$ cat src/sv/ambient_light_led_dimmer_top_macros.svh
// Assertion macros for the ambient light LED dimmer.
// Included by ambient_light_led_dimmer_top.sv; expects clock and reset in scope.
`ifndef AMBIENT_LIGHT_LED_DIMMER_TOP_MACROS_SVH
`define AMBIENT_LIGHT_LED_DIMMER_TOP_MACROS_SVH

// Same-cycle implication, checked outside reset
`define ALD_ASSERT_NOW(label, ante, cons) \
   label: assert property (@(posedge clock) disable iff (reset) (ante) |-> (cons)) \
      else $error("ambient_light_led_dimmer_top: same-cycle check failed");

// Next-cycle implication, checked outside reset
`define ALD_ASSERT_NEXT(label, ante, cons) \
   label: assert property (@(posedge clock) disable iff (reset) (ante) |=> (cons)) \
      else $error("ambient_light_led_dimmer_top: next-cycle check failed");

`endif

$ cat src/sv/aldim_pkg.sv
`timescale 1ns / 1ps
// Shared types and constants for the ambient light LED dimmer.
// No dependencies; used by the top level.
package aldim_pkg;

   // Operating modes
   localparam logic [1:0] MODE_SENSE  = 2'd0;
   localparam logic [1:0] MODE_CONST  = 2'd1;
   localparam logic [1:0] MODE_RAMP   = 2'd2;

   // Configuration register indexes
   localparam logic [1:0] CSR_DARK_LEVEL   = 2'd0;
   localparam logic [1:0] CSR_BRIGHT_LEVEL = 2'd1;
   localparam logic [1:0] CSR_HYST_WINDOW  = 2'd2;
   localparam logic [1:0] CSR_BREATH_STEP  = 2'd3;

   // Configuration reset values
   localparam logic [6:0] DARK_LEVEL_RST   = 7'd25;
   localparam logic [6:0] BRIGHT_LEVEL_RST = 7'd80;
   localparam logic [6:0] HYST_WINDOW_RST  = 7'd5;
   localparam logic [6:0] BREATH_STEP_RST  = 7'd5;

   // Warm color ratios and percent scale
   localparam int GREEN_NUM = 500;
   localparam int BLUE_NUM  = 250;
   localparam int RATIO_DEN = 999;
   localparam int PCT_SCALE = 100;
   localparam logic [6:0] PCT_FULL = 7'd100;

   typedef struct packed {
      logic [6:0] light_level;
      logic       mode_button;
   } req_type;

   typedef struct packed {
      logic [9:0] red_duty;
      logic [9:0] green_duty;
      logic [9:0] blue_duty;
      logic [1:0] active_mode;
      logic [6:0] level_percent;
   } rsp_type;

endpackage

$ cat src/sv/aldim_muldiv.sv
`timescale 1ns / 1ps
// Shared multiply-then-divide unit: quotient = (op_a * op_m) / op_d.
// One registered multiply, then a restoring divider at one bit per cycle. No dependencies.
module aldim_muldiv #(
   parameter int AW = 10,
   parameter int MW = 10,
   parameter int DW = 10
) (
   input  logic               clock,
   input  logic               reset,
   input  logic               start,
   input  logic [AW-1:0]      op_a,
   input  logic [MW-1:0]      op_m,
   input  logic [DW-1:0]      op_d,
   output logic               busy,
   output logic               done,
   output logic [AW+MW-1:0]   quotient
);

   localparam int PW = AW + MW;
   localparam int CW = $clog2(PW + 1);

   logic [PW-1:0] prod_ff, prod_in;
   logic [DW-1:0] rem_ff, rem_in;
   logic [DW-1:0] dvs_ff, dvs_in;
   logic [CW-1:0] cnt_ff, cnt_in;
   logic          busy_ff, busy_in;
   logic          done_ff, done_in;

   logic [DW:0]   shifted;
   logic [DW:0]   trial;
   logic          take;

   // Trial subtract of the divisor from the partial remainder
   assign shifted = {rem_ff, prod_ff[PW-1]};
   assign trial   = shifted - {1'b0, dvs_ff};
   assign take    = ~trial[DW];

   always_comb begin
      prod_in = prod_ff;
      rem_in  = rem_ff;
      dvs_in  = dvs_ff;
      cnt_in  = cnt_ff;
      busy_in = busy_ff;
      done_in = 1'b0;
      if (start) begin
         // product lands in the shift register, quotient bits replace it
         prod_in = PW'(op_a) * PW'(op_m);
         rem_in  = '0;
         dvs_in  = op_d;
         cnt_in  = CW'(PW);
         busy_in = 1'b1;
      end else if (busy_ff) begin
         prod_in = {prod_ff[PW-2:0], take};
         rem_in  = take ? trial[DW-1:0] : shifted[DW-1:0];
         cnt_in  = cnt_ff - CW'(1);
         if (cnt_ff == CW'(1)) begin
            busy_in = 1'b0;
            done_in = 1'b1;
         end
      end
   end

   always_ff @(posedge clock) begin
      prod_ff <= prod_in;
      rem_ff  <= rem_in;
      dvs_ff  <= dvs_in;
      if (reset) begin
         cnt_ff  <= '0;
         busy_ff <= 1'b0;
         done_ff <= 1'b0;
      end else begin
         cnt_ff  <= cnt_in;
         busy_ff <= busy_in;
         done_ff <= done_in;
      end
   end

   assign busy     = busy_ff;
   assign done     = done_ff;
   assign quotient = prod_ff;

endmodule

$ cat src/sv/ambient_light_led_dimmer_top.sv
`timescale 1ns / 1ps
// Ambient light LED dimmer: one frame tick in, one set of warm RGB PWM duties out.
// Depends on aldim_pkg, aldim_muldiv and ambient_light_led_dimmer_top_macros.svh.
//
// Each accepted frame first applies the mode key (auto, constant, breathing), then
// runs the frame on a small sequencer around one shared multiply/divide unit that
// retires one quotient bit per cycle over PW = RW + max(RW, 9) bits, where
// RW = clog2(DUTY_TOP + 1). Each divide holds the sequencer through its issue, its
// shifts and the quotient pickup. The auto mapping divide issues in the dispatch state.
// A frame needs 2 divides in auto mode (red, green) plus the mapping divide for a
// reading between the cutoffs, 2 in breathing mode (green, percent) and none in
// constant mode. The done state stretches while the previous result still waits.
// The input is not ready while a frame runs; a finished result waits in an
// output register and the next frame may be accepted before it is taken.

`include "ambient_light_led_dimmer_top_macros.svh"

module ambient_light_led_dimmer_top #(
   parameter int DUTY_TOP = 999
) (
   input  logic              clock,
   input  logic              reset,
   input  logic              req_valid,
   output logic              req_ready,
   input  aldim_pkg::req_type req_data,
   output logic              rsp_valid,
   input  logic              rsp_ready,
   output aldim_pkg::rsp_type rsp_data,
   input  logic              csr_we,
   input  logic [1:0]        csr_addr,
   input  logic [6:0]        csr_wdata
);

   // Datapath widths follow the PWM top value
   localparam int RW = $clog2(DUTY_TOP + 1);
   localparam int MW = (RW > 9) ? RW : 9;
   localparam int DW = (RW > 10) ? RW : 10;
   localparam int PW = RW + MW;
   localparam int BW = RW + 1;

   // Constant mode duties and percent
   localparam int CONST_RED   = DUTY_TOP / 2;
   localparam int CONST_GREEN = (DUTY_TOP * aldim_pkg::GREEN_NUM / aldim_pkg::RATIO_DEN) / 2;
   localparam int CONST_BLUE  = (DUTY_TOP * aldim_pkg::BLUE_NUM / aldim_pkg::RATIO_DEN) / 2;
   localparam int CONST_PCT   = CONST_RED * aldim_pkg::PCT_SCALE / DUTY_TOP;

   typedef enum logic [3:0] {
      ST_IDLE,
      ST_DISPATCH,
      ST_RAW,
      ST_SLEW,
      ST_RED,
      ST_GREEN_GO,
      ST_GREEN,
      ST_PCT_GO,
      ST_PCT,
      ST_DONE
   } state_type;

   state_type          state_ff, state_in;
   logic [6:0]         dark_ff, dark_in;
   logic [6:0]         bright_ff, bright_in;
   logic [6:0]         win_ff, win_in;
   logic [6:0]         step_ff, step_in;
   logic [1:0]         mode_ff, mode_in;
   logic [6:0]         lv_ff, lv_in;
   logic [6:0]         shown_ff, shown_in;
   logic [6:0]         held_ff, held_in;
   logic [RW-1:0]      breath_ff, breath_in;
   logic               rising_ff, rising_in;
   logic [RW-1:0]      red_ff, red_in;
   logic [RW-1:0]      green_ff, green_in;
   logic [RW-1:0]      blue_ff, blue_in;
   logic [6:0]         pct_ff, pct_in;
   logic               rsp_valid_ff, rsp_valid_in;
   aldim_pkg::rsp_type rsp_ff, rsp_in;

   logic               unit_start;
   logic [RW-1:0]      unit_a;
   logic [MW-1:0]      unit_m;
   logic [DW-1:0]      unit_d;
   logic               unit_busy;
   logic               unit_done;
   logic [PW-1:0]      unit_q;

   logic [6:0]         raw;
   logic [7:0]         held_hi;
   logic [BW-1:0]      breath_sum;

   aldim_muldiv #(
      .AW(RW),
      .MW(MW),
      .DW(DW)
   ) u_muldiv (
      .clock    (clock),
      .reset    (reset),
      .start    (unit_start),
      .op_a     (unit_a),
      .op_m     (unit_m),
      .op_d     (unit_d),
      .busy     (unit_busy),
      .done     (unit_done),
      .quotient (unit_q)
   );

   assign raw        = 7'(unit_q);
   assign held_hi    = 8'(held_ff) + 8'(win_ff);
   assign breath_sum = BW'(breath_ff) + BW'(step_ff);

   // Sequencer and datapath next values
   always_comb begin
      state_in     = state_ff;
      dark_in      = dark_ff;
      bright_in    = bright_ff;
      win_in       = win_ff;
      step_in      = step_ff;
      mode_in      = mode_ff;
      lv_in        = lv_ff;
      shown_in     = shown_ff;
      held_in      = held_ff;
      breath_in    = breath_ff;
      rising_in    = rising_ff;
      red_in       = red_ff;
      green_in     = green_ff;
      blue_in      = blue_ff;
      pct_in       = pct_ff;
      rsp_valid_in = rsp_valid_ff;
      rsp_in       = rsp_ff;
      unit_start   = 1'b0;
      unit_a       = '0;
      unit_m       = '0;
      unit_d       = '0;

      // configuration writes
      if (csr_we) begin
         case (csr_addr)
            aldim_pkg::CSR_DARK_LEVEL:   dark_in   = csr_wdata;
            aldim_pkg::CSR_BRIGHT_LEVEL: bright_in = csr_wdata;
            aldim_pkg::CSR_HYST_WINDOW:  win_in    = csr_wdata;
            aldim_pkg::CSR_BREATH_STEP:  step_in   = csr_wdata;
            default: ;
         endcase
      end

      // output register drains on transfer
      if (rsp_valid_ff && rsp_ready) begin
         rsp_valid_in = 1'b0;
      end

      case (state_ff)
         ST_IDLE: begin
            if (req_valid) begin
               lv_in    = req_data.light_level;
               state_in = ST_DISPATCH;
               if (req_data.mode_button) begin
                  case (mode_ff)
                     aldim_pkg::MODE_SENSE: mode_in = aldim_pkg::MODE_CONST;
                     aldim_pkg::MODE_CONST: mode_in = aldim_pkg::MODE_RAMP;
                     default:               mode_in = aldim_pkg::MODE_SENSE;
                  endcase
               end
            end
         end

         ST_DISPATCH: begin
            case (mode_ff)
               aldim_pkg::MODE_SENSE: begin
                  if (lv_ff >= bright_ff) begin
                     held_in  = '0;
                     state_in = ST_SLEW;
                  end else if (lv_ff <= dark_ff) begin
                     held_in  = aldim_pkg::PCT_FULL;
                     state_in = ST_SLEW;
                  end else begin
                     // linear region: (lv - dark) * 100 / (bright - dark)
                     unit_start = 1'b1;
                     unit_a     = RW'(lv_ff - dark_ff);
                     unit_m     = MW'(aldim_pkg::PCT_SCALE);
                     unit_d     = DW'(bright_ff - dark_ff);
                     state_in   = ST_RAW;
                  end
               end
               aldim_pkg::MODE_CONST: begin
                  red_in   = RW'(CONST_RED);
                  green_in = RW'(CONST_GREEN);
                  blue_in  = RW'(CONST_BLUE);
                  pct_in   = 7'(CONST_PCT);
                  state_in = ST_DONE;
               end
               aldim_pkg::MODE_RAMP: begin
                  // triangle ramp, clamped at both ends
                  if (rising_ff) begin
                     if (breath_sum >= BW'(DUTY_TOP)) begin
                        breath_in = RW'(DUTY_TOP);
                        rising_in = 1'b0;
                     end else begin
                        breath_in = RW'(breath_sum);
                     end
                  end else if (BW'(breath_ff) <= BW'(step_ff)) begin
                     breath_in = '0;
                     rising_in = 1'b1;
                  end else begin
                     breath_in = breath_ff - RW'(step_ff);
                  end
                  red_in   = breath_in;
                  state_in = ST_GREEN_GO;
               end
               default: begin
                  state_in = ST_PCT_GO;
               end
            endcase
         end

         ST_RAW: begin
            if (unit_done) begin
               // hysteresis: accept only moves outside held +/- window
               if ((8'(raw) > held_hi) || ((8'(raw) + 8'(win_ff)) < 8'(held_ff))) begin
                  held_in = raw;
               end
               state_in = ST_SLEW;
            end
         end

         ST_SLEW: begin
            if (held_ff > shown_ff) begin
               shown_in = shown_ff + 7'd1;
            end else if (held_ff < shown_ff) begin
               shown_in = shown_ff - 7'd1;
            end
            // red = shown * DUTY_TOP / 100
            unit_start = 1'b1;
            unit_a     = RW'(shown_in);
            unit_m     = MW'(DUTY_TOP);
            unit_d     = DW'(aldim_pkg::PCT_SCALE);
            state_in   = ST_RED;
         end

         ST_RED: begin
            if (unit_done) begin
               red_in   = RW'(unit_q);
               state_in = ST_GREEN_GO;
            end
         end

         ST_GREEN_GO: begin
            unit_start = 1'b1;
            unit_a     = red_ff;
            unit_m     = MW'(aldim_pkg::GREEN_NUM);
            unit_d     = DW'(aldim_pkg::RATIO_DEN);
            state_in   = ST_GREEN;
         end

         ST_GREEN: begin
            if (unit_done) begin
               // blue ratio is exactly half the green ratio, so floor halves too
               green_in = RW'(unit_q);
               blue_in  = RW'(unit_q[PW-1:1]);
               if (mode_ff == aldim_pkg::MODE_SENSE) begin
                  pct_in   = shown_ff;
                  state_in = ST_DONE;
               end else begin
                  state_in = ST_PCT_GO;
               end
            end
         end

         ST_PCT_GO: begin
            unit_start = 1'b1;
            unit_a     = red_ff;
            unit_m     = MW'(aldim_pkg::PCT_SCALE);
            unit_d     = DW'(DUTY_TOP);
            state_in   = ST_PCT;
         end

         ST_PCT: begin
            if (unit_done) begin
               pct_in   = 7'(unit_q);
               state_in = ST_DONE;
            end
         end

         ST_DONE: begin
            if (!rsp_valid_ff || rsp_ready) begin
               rsp_in.red_duty      = 10'(red_ff);
               rsp_in.green_duty    = 10'(green_ff);
               rsp_in.blue_duty     = 10'(blue_ff);
               rsp_in.active_mode   = mode_ff;
               rsp_in.level_percent = pct_ff;
               rsp_valid_in         = 1'b1;
               state_in             = ST_IDLE;
            end
         end

         default: begin
            state_in = ST_IDLE;
         end
      endcase
   end

   // State and registered outputs
   always_ff @(posedge clock) begin
      lv_ff  <= lv_in;
      rsp_ff <= rsp_in;
      if (reset) begin
         state_ff     <= ST_IDLE;
         dark_ff      <= aldim_pkg::DARK_LEVEL_RST;
         bright_ff    <= aldim_pkg::BRIGHT_LEVEL_RST;
         win_ff       <= aldim_pkg::HYST_WINDOW_RST;
         step_ff      <= aldim_pkg::BREATH_STEP_RST;
         mode_ff      <= aldim_pkg::MODE_SENSE;
         shown_ff     <= '0;
         held_ff      <= '0;
         breath_ff    <= '0;
         rising_ff    <= 1'b1;
         red_ff       <= '0;
         green_ff     <= '0;
         blue_ff      <= '0;
         pct_ff       <= '0;
         rsp_valid_ff <= 1'b0;
      end else begin
         state_ff     <= state_in;
         dark_ff      <= dark_in;
         bright_ff    <= bright_in;
         win_ff       <= win_in;
         step_ff      <= step_in;
         mode_ff      <= mode_in;
         shown_ff     <= shown_in;
         held_ff      <= held_in;
         breath_ff    <= breath_in;
         rising_ff    <= rising_in;
         red_ff       <= red_in;
         green_ff     <= green_in;
         blue_ff      <= blue_in;
         pct_ff       <= pct_in;
         rsp_valid_ff <= rsp_valid_in;
      end
   end

   assign req_ready = (state_ff == ST_IDLE);
   assign rsp_valid = rsp_valid_ff;
   assign rsp_data  = rsp_ff;

   // Checks
   `ALD_ASSERT_NOW(a_unit_owned, unit_busy, (state_ff == ST_RAW || state_ff == ST_RED || state_ff == ST_GREEN || state_ff == ST_PCT))
   `ALD_ASSERT_NOW(a_done_awaited, unit_done, (state_ff == ST_RAW || state_ff == ST_RED || state_ff == ST_GREEN || state_ff == ST_PCT))
   `ALD_ASSERT_NOW(a_level_range, 1'b1, (held_ff <= aldim_pkg::PCT_FULL && shown_ff <= aldim_pkg::PCT_FULL))
   `ALD_ASSERT_NOW(a_breath_range, 1'b1, (breath_ff <= RW'(DUTY_TOP)))
   `ALD_ASSERT_NEXT(a_accept_dispatch, (req_valid && req_ready), (state_ff == ST_DISPATCH))

endmodule

$ cat config.mk
export PLATFORM = sky130hd
export DESIGN_NAME = ambient_light_led_dimmer_top
export DESIGN_NICKNAME = d
export VERILOG_FILES = /design/src/sv/aldim_pkg.sv /design/src/sv/aldim_muldiv.sv /design/src/sv/ambient_light_led_dimmer_top.sv
export VERILOG_INCLUDE_DIRS = /design/src /design/src/sv
export SDC_FILE = /design/constraint.sdc
export NUM_CORES = 1
export LEC_CHECK = 0
export BUFFER_PORTS_ARGS = -buffer_cell sky130_fd_sc_hd__buf_2
export CORE_UTILIZATION = 51
export CTS_BUF_LIST = sky130_fd_sc_hd__clkbuf_4 sky130_fd_sc_hd__clkbuf_8
export DETAILED_ROUTE_END_ITERATION = 6
export GPL_ROUTABILITY_DRIVEN = 0
export PLACE_DENSITY = 0.73
export SYNTH_ARGS = -nofsm -noshare
export SYNTH_HDL_FRONTEND = slang
export SYNTH_SLANG_ARGS = --single-unit
export TNS_END_PERCENT = 30
$ cat constraint.sdc
create_clock -name clock -period 7.1 [get_ports clock]
set_input_delay 0.355 -clock clock [delete_from_list [all_inputs] [get_ports clock]]
set_output_delay 0.355 -clock clock [all_outputs]
set_load 0.05 [all_outputs]
==> results.tsv, run 1 <==
metric	value	unit
initial_utilization	0.523	
cts_sinks	170	
hp-class	in2reg	
portBuffers	62	
fp.coreArea	25300	sq um
yosysMostFrequentCell	ha_1	
track_usage	0.260	
worstHoldPathCells	1	
seqCellArea	4060	sq um
yosys_most_used_dff	dfxtp_1	
hold_buffers	0	
synthTopCellsByArea	dfxtp_1 (16%), edfxtp_1 (15%), ha_1 (14%)	
critPathArrivalTime	7320	ps
drc	0	
cellLeakagePower	6.50	nW
vias	10900	
status	finished, final reports clean	
setup_tns	0	ps
clk_pin_slew	110	ps
crit_fanout	5	
synth-seq-area-share	0.306	
finalCriticalPeriod	7070	ps
max-cap-violations	0	
syn_area	13200	sq um
worst-slew-pin-transition	1100	ps
dp_hpwl	25400	um
report.final.setup_viol	0	
rows	58	
antenna_found_initial	0	
finalClockSkew	23.0	ps
postRouteAntennaNets	0	
worst_path_max_delay_cell	fa_1	
ys_types	94	
grt_overflow	0	
crit_required	7350	ps
dp_slack	-96.1	ps
powerDensity	345	nW/um^2
die_area	26600	sq um
syn_to_final_growth	11.7	%
grt_pass1_vias	10400	
worst_slack	28.9	ps
avgSynthCellArea	9.23	sq um
synthCells	1435	
fillers	2172	
ios	63	
synth.top_cell.area_share	0.159	
grt_pass1_wl	53800	um
yosys-top-cells-count	ha_1 (151), inv_1 (147), nand2_1 (120), a21oi_1 (105), dfxtp_1 (105)	
die_w	163	um
viasPerCell	5.86	
cts_buffers	17	
yosysTopAreaCell	dfxtp_1	
wl_per_cell	18.1	um
drt-initial-drc-count	954	
multi_input_area	8610	sq um
worst_setup_path_end_kind	register	
h-tree-depth	4	
grt_max_degree	80	
maxSlewHeadroom	0.263	
clkLatencyLatePin	480	ps
synth_edf_count	65	
hold_viol	0	
ys_ff_latch	170	
firstDrtPassIters	5	
ir_worst_vdd	0.330	mV
cp_slowest_stage_delay	550	ps
finalNonFillerCells	1860	
crit_type	reg2reg	
r2r_cells	30	
critPathLaunchType	register	
finalCritPeriodShare	0.996	
fmax	141	MHz
cts_root_buf	clkbuf_8	
fin_nets	1749	
cts_tree	built	
die_h	163	um
yosysWarnings	0	
fin_hold_ws	52.9	ps
diodes	0	
async_flop_share	0	
place_inst	1818	
final_util	0.584	
drive_gt1_frac	0.168	
finalWirelength	33600	um
clk_path_buf_depth	2	
slew_violations	0	
rsz0062_at_grt	yes	
sequential cells by signal, summed over array words and instances, names as in the netlist, 8 cells and up:
signal	count
u_muldiv.rem_ff	10
green_ff	9
u_muldiv.quotient	20
rsp_data	30
breath_ff	10
red_ff	10
u_muldiv.dvs_ff	8
cell usage in the layout, fill, tap and decap left out, types with 56 or more instances in the layout:
cell	Yosys	layout
ha_1	151	145
inv_1	147	142
nand2_1	120	119
nor2_1	104	104
dfxtp_1	105	104
a21oi_1	105	98
edfxtp_1	65	65
buf_2	7	62
fa_1	59	58
buf_4	13	56
per-stage QoR:
stage	total power, mW	area (sq um)
3_3_place_gp	4.03	14100
2_1_floorplan	3.39	13300
5_1_grt	5.50	14800
3_5_place_dp	4.11	14100
4_1_cts	4.86	14500
6_report	5.10	14800
metal layers:
metal  up-vias  track usage  share of wire
li1       5229            -              -
met1      5212        0.334           0.43
met2       368        0.424           0.47
met3        93       0.0437          0.060
met4         0        0.121          0.041
met5         -            0              0
cell families after synthesis:
| family | Yosys count | share of synthesized area |
|---|---|---|
| simple gates | 393 | 0.142 |
| compound gates | 355 | 0.187 |
| buf+inv | 212 | 0.0661 |
| fa+ha+maj | 210 | 0.232 |
| flops | 170 | 0.306 |
| xor+xnor | 59 | 0.0390 |
| mux | 34 | 0.0274 |
| other cells | 2 | 0.000567 |
final timing paths:
path / startpoint / end / slack [ps]
worst max-delay path: shown_ff[1] / u_muldiv.quotient[19] / 30
worst min-delay path: req_data[7] / lv_ff[6] / 50
worst max register to register: shown_ff[1] / u_muldiv.quotient[19] / 30
worst min register to register: pct_ff[1] / rsp_data[1] / 440
final cells by class:
| type | instances | share of cell area |
|---|---|---|
| clock buffers | 18 | 0.0163 |
| clock inverters | 14 | 0.0107 |
| inverters | 149 | 0.0378 |
| multi-input cells | 1060 | 0.583 |
| flip-flops and latches | 170 | 0.274 |
| well taps | 330 | 0.0279 |
| repair buffers | 119 | 0.0502 |
power breakdown:
part	internal (mW)	switching [mW]	leakage, nW
registers	1.27	0.250	1.46
logic	1.28	1.58	4.84
clock network	0.325	0.401	0.198
critical path: cells and delay by family, from the launching register on:
kind	cells	cell delay, ps
adder cells (fa/ha/maj)	7	2840
AO/OA/AOI/OAI	9	1820
buffers and inverters	7	610
AND/OR/NAND/NOR	4	570
multiplexers	2	510
flip-flops	1	340
XOR/XNOR	1	150
timing repair:
item / 4_1_cts / 5_1_grt
resized for setup: 5 / 50
setup buffers: 0 / 10
endpoints found under the setup margin: 5 / 8
hold endpoints to repair: 0 / 0
pin swaps: 1 / 32
Note: power is estimated with default switching activity, not from simulation.
==> run 2, diff against run 1 <==
clock period = 5.8 ns   (was 7.1 ns; I/O delays follow)
==> run 2 against run 1 <==
Compared with the run above: the flow now finishes with violations (setup timing); highest routed layer is now met5; sequential cell count stayed put; worst setup slack lost 1100 ps; clock-buffer cell count shrank 1; power up 34%; critical path depth fell by 2; cell count increased by 6.0%; maximum frequency is 2.3% higher; sequential share of layout area shrank 1.8 points; worst hold slack got worse by 23 ps; register-to-register slack got worse by 1100 ps; cell area rose by 6.9%.
==> results.tsv, run 2 (synthesis gave the netlist of run 1 again) <==
metric	value	unit	change
worstReg2RegStart	lv_ff[0]		
grt_overflow	0		unchanged
crit_required	6050	ps	-1300 ps
drc	0		unchanged
setup_tns	-9810	ps	-9810 ps
cts_buffers	17		unchanged
die_w	163	um	unchanged
multi_input_area	8750	sq um	+1.6%
worst_slack	-1110	ps	-1140 ps
track_usage	0.280		+0.0202
worst_setup_path_end_kind	register		
grt_max_degree	70		-13%
cellLeakagePower	7.06	nW	+8.6%
final_util	0.624		+0.0400
maxSlewHeadroom	0.310		+0.0468
h-tree-depth	4		unchanged
critPathArrivalTime	7160	ps	-160 ps
clk_pin_slew	110	ps	about the same
ios	63		unchanged
dp_hpwl	27600	um	+8.6%
max-cap-violations	0		unchanged
rsz0062_at_grt	yes		
cts_root_buf	clkbuf_8		
diodes	0		unchanged
cts_tree	built		
endpoint	u_muldiv.quotient[19]		
cp_slowest_stage_delay	530	ps	-20 ps
place_inst	1922		+5.7%
dp_slack	-1210	ps	-1110 ps
cts_sinks	170		unchanged
syn_to_final_growth	19.3	%	
r2r_cells	28		-6.7%
wl_per_cell	18.1	um	about the same
portBuffers	62		unchanged
grt_pass1_vias	11300		+8.2%
combPwrFrac	0.600		+0.040
vias	11400		+4.2%
p_int	3.87	mW	+35%
layout_commonest_cell	buf_4		
slew_violations	0		unchanged
failed_checks	setup timing		
clkLatencyLatePin	480	ps	about the same
viasPerCell	5.76		-1.7%
worstSetupStartpoint	lv_ff[0]		
hp-class	in2reg		
fillers	2102		-3.2%
firstDrtPassIters	7		+2
power.switching	2.95	mW	+32%
grt_pass1_wl	58100	um	+8.1%
worst_path_max_delay_cell	fa_2		
status	finished, violations left		
ir_worst_vdd	0.381	mV	+15%
most-common-layout-cells	buf_4 (161), inv_1 (143), ha_1 (139)		
die_h	163	um	unchanged
p_sw_frac	0.432		-0.00541
p_seq_frac	0.269		-0.028
seqCellArea	4060	sq um	unchanged
p_clk_frac	0.130		-0.012
rrSetupSlack	-1110	ps	-1140 ps
crit_fanout	4		-1
report.final.setup_viol	13		+13
die_area	26600	sq um	unchanged
finalNonFillerCells	1972		+6.0%
largest_reg_flops	30		unchanged
powerDensity	432	nW/um^2	+25%
finalClockSkew	21.7	ps	-1.30 ps
fp.coreArea	25300	sq um	unchanged
crit_type	reg2reg		
postRouteAntennaNets	0		unchanged
worst-slew-pin-transition	1030	ps	-67.8 ps
hold_viol	0		unchanged
rows	58		unchanged
clk_path_buf_depth	2		unchanged
critPathLaunchType	register		
initial_utilization	0.523		unchanged
fmax	145	MHz	+2.3%
drive_gt1_frac	0.230		+0.0616
antenna_found_initial	1		+1
fin_nets	1861		+6.4%
drt-initial-drc-count	955		+0.10%
rr_endpoint	u_muldiv.quotient[19]		
finalCritPeriodShare	1.19		+0.196
finalCriticalPeriod	6910	ps	-159 ps
finalWirelength	35700	um	+6.1%
==> run 2: changes by cell type in the layout (fill, tap and decap cells not counted), moves of 3 or more <==
cell	previous run	this run
fa_2	1	5
buf_4	56	161
dlygate4sd3_1	0	5
ha_4	5	12
a21oi_2	7	10
fa_1	58	54
ha_1	145	139
inv_8	2	7
==> run 2: stage by stage <==
step	hold WS, ps	cell area, sq um	power [mW]
2_1_floorplan	389	13600	4.44
5_1_grt	18.1	15800	7.33
3_5_place_dp	423	15100	5.64
4_1_cts	12.9	15800	6.77
3_3_place_gp	418	15100	5.52
6_report	30.1	15800	6.82
==> run 2: how the worst min path moves through the flow <==
stage              endpoint  slack, ps  cells past startpoint         from
2_1_floorplan      lv_ff[0]        390                      0  req_data[1]
5_1_grt            lv_ff[0]         20                      1  req_data[1]
4_1_cts            lv_ff[0]         10                      1  req_data[1]
3_3_place_gp    rsp_data[1]        420                      0    pct_ff[1]
3_5_place_dp   rsp_data[18]        420                      0   blue_ff[9]
6_report           lv_ff[0]         30                      1  req_data[1]
==> run 2: critical path, delay by kind of cell, from the launching register on <==
family,cells,cell delay (ps)
simple gates,4,620
mux,1,260
compound gates,10,1730
buf+inv,4,230
flops,1,400
xor+xnor,1,150
fa+ha+maj,8,3320
==> run 2: area by class of cell <==
| type | count | share of cell area |
|---|---|---|
| Clock buffer | 17 | 0.0148 |
| Clock inverter | 15 | 0.0109 |
| Inverter | 149 | 0.0354 |
| Multi-Input combinational cell | 1060 | 0.554 |
| Sequential cell | 170 | 0.257 |
| Tap cell | 330 | 0.0261 |
| Timing Repair Buffer | 231 | 0.102 |
==> run 2: repair_timing <==
item                                   CTS  global route
hold buffers                             5             0
setup endpoints to repair               14            15
pin swaps                               35             2
resized for setup                       26             3
setup buffers                           11             3
endpoints found under the hold margin    5             0
==> run 2: metal layers <==
| layer | track usage | vias up | wire [um] |
|---|---|---|---|
| met2 | 0.473 | 422 | 16800 |
| met1 | 0.353 | 5409 | 15200 |
| met5 | 0 | - | 13 |
| met4 | 0.116 | 2 | 1350 |
| met3 | 0.0467 | 90 | 2270 |
| li1 | - | 5439 | - |
==> run 2: power by group through the flow <==
stage | combinational, mW | clock (mW) | sequential [mW]
floorplan | 2.73 | 0 | 1.71
global placement | 3.67 | 0 | 1.85
detailed placement | 3.78 | 0 | 1.85
CTS | 4.04 | 0.900 | 1.83
global route | 4.53 | 0.952 | 1.85
finish | 4.10 | 0.889 | 1.84
==> run 3, diff against run 2 <==
GPL_TIMING_DRIVEN = 0   (was default)
==> run 3 against run 2 <==
Compared with the run above: the run ends with DRC, setup timing left; sequential cell count did not move; maximum frequency fell by 2.0%; clock skew barely moved; first-iteration DRC count rose by 0.84%; utilization fell by 2.2 points; combinational power fell by 7.1%; routed wire length fell by 2.2%; highest routed layer is now met4; worst setup slack got worse by 140 ps; register-to-register slack got worse by 140 ps; clock-buffer cell count did not move; sequential power barely moved; non-clock buffer count fell by 70; largest power group unchanged.
==> results.tsv, run 3 (synthesis gave the netlist of run 1 again) <==
metric	value	unit	change
status	finished, violations left		
failed_checks	DRC, setup timing		
final_util	0.602		-0.0219
worstHoldPathCells	3		+2
clk_pin_slew	110	ps	about the same
portBuffers	61		-1.6%
die_h	163	um	unchanged
cellLeakagePower	6.60	nW	-6.5%
grt_pass1_wl	55500	um	-4.4%
finalNonFillerCells	1902		-3.5%
firstDrtPassIters	7		unchanged
critPathLaunchType	register		
max-cap-violations	0		unchanged
worstReg2RegStart	lv_ff[0]		
slew_violations	0		unchanged
most-common-layout-cells	inv_1 (139), ha_1 (139), nand2_1 (118)		
ir_worst_vdd	0.240	mV	-37%
total_power	6.51	mW	-4.6%
worst_path_max_delay_cell	fa_1		
viasPerCell	5.85		+1.5%
fp.coreArea	25300	sq um	unchanged
rsz0062_at_grt	yes		
hold_viol	0		unchanged
cp_slowest_stage_delay	550	ps	+20 ps
maxSlewHeadroom	0.344		+0.0333
rows	58		unchanged
fin_nets	1791		-3.8%
cts_root_buf	clkbuf_8		
vias	11100		-2.1%
dp_hpwl	26500	um	-3.7%
drc	2		+2
ios	63		unchanged
grt_pass1_vias	10800		-4.1%
dr.max_layer_used	met4		
powerDensity	427	nW/um^2	-1.2%
grt_max_degree	31		-56%
r2r_cells	30		+7.1%
die_area	26600	sq um	unchanged
fmax	142	MHz	-2.0%
antenna_found_initial	0		-1
track_usage	0.268		-0.0122
wl_per_cell	18.3	um	+1.4%
clk_path_buf_depth	2		unchanged
rr_endpoint	u_muldiv.quotient[17]		
finalWirelength	34900	um	-2.2%
worstSetupStartpoint	lv_ff[0]		
met3_length	1720	um	-24%
syn_to_final_growth	15.1	%	
place_inst	1833		-4.6%
worst_setup_path_end_kind	register		
crit_required	6030	ps	-20 ps
drive_gt1_frac	0.180		-0.0496
initial_utilization	0.523		unchanged
worst_slack	-1250	ps	-141 ps
cts_sinks	170		unchanged
report.final.setup_viol	12		-1
endpoint	u_muldiv.quotient[17]		
crit_fanout	4		unchanged
crit_type	reg2reg		
wirelength_met1	15100	um	-0.43%
largest_reg_flops	30		unchanged
critPathArrivalTime	7290	ps	+130 ps
cts_tree	built		
drt-initial-drc-count	963		+0.84%
worst-slew-pin-transition	985	ps	-50.0 ps
clkLatencyLatePin	470	ps	about the same
postRouteAntennaNets	0		unchanged
setup_tns	-11010	ps	-1200 ps
hp-class	in2reg		
finalCritPeriodShare	1.22		+0.0244
rrSetupSlack	-1250	ps	-140 ps
finalClockSkew	21.8	ps	+0.164 ps
finalCriticalPeriod	7050	ps	+141 ps
grt_overflow	0		unchanged
route.met2.wl	16900	um	+0.24%
diodes	0		unchanged
cts_buffers	17		unchanged
h-tree-depth	4		unchanged
die_w	163	um	unchanged
## run 3: cell count changes in the layout (fill, tap and decap cells not counted), sizes merged
| cell | before | now |
|---|---|---|
| clkinv | 4 | 7 |
| dlygate4sd3 | 5 | 7 |
| clkbuf | 17 | 53 |
| buf | 226 | 118 |
| inv | 158 | 156 |
| bufinv | 1 | 0 |
## run 3: area by class of cell
| type | instances | area (sq um) |
|---|---|---|
| Buffer | 63 | 345 |
| Fill cell | 2129 | 10100 |
| Multi-Input combinational cell | 1060 | 8850 |
| Tap cell | 330 | 413 |
| Clock buffer | 17 | 234 |
| Clock inverter | 15 | 173 |
| Sequential cell | 170 | 4060 |
| Inverter | 149 | 559 |
| Timing Repair Buffer | 98 | 604 |
## run 3: power by group
group | switching (mW) | total (mW) | internal [mW]
logic | 2.12 | 3.81 | 1.70
registers | 0.278 | 1.83 | 1.55
clock network | 0.536 | 0.866 | 0.330
## run 3: worst min path at each step
stage,start,end
5_1_grt,csr_wdata[1],step_ff[1]
6_report,csr_wdata[2],win_ff[2]
3_3_place_gp,pct_ff[3],rsp_data[3]
3_5_place_dp,blue_ff[9],rsp_data[18]
4_1_cts,csr_wdata[3],step_ff[3]
2_1_floorplan,req_data[1],lv_ff[0]
## run 3: layer usage
metal | global-route usage | up-vias
met5 | 0 | -
met4 | 0.102 | 0
met3 | 0.0396 | 71
met2 | 0.460 | 354
met1 | 0.338 | 5394
li1 | - | 5309
## run 3: metrics by stage
step                instance area [sq um]  setup WS, ps  hold WS, ps
global placement                    14300         -1880          418
detailed placement                  14300         -1940          420
floorplan                           13600          -556          389
global route                        15200         -1460         84.6
CTS                                 15000         -1230         85.5
finish                              15200         -1250          102
## run 3: critical path: cells and delay by family, from the launching register on
kind                       cells  cell delay [ps]
DFF                            1              400
xor gates and xnor gates       1              120
and+or+nand+nor                4              450
adders and majority gates      8             3350
buffers and inverters          6              540
muxes                          1              260
AOI/OAI and AO/OA             10             1680
## run 3: repair_timing
action                                 4_1_cts  5_1_grt
buffers inserted                            16       15
endpoints found under the hold margin        7        0
gates cloned                                 0        0
pin swaps                                   29       23
hold buffers                                 7        0
setup endpoints to repair                   15       14
gates resized for setup                     30       31
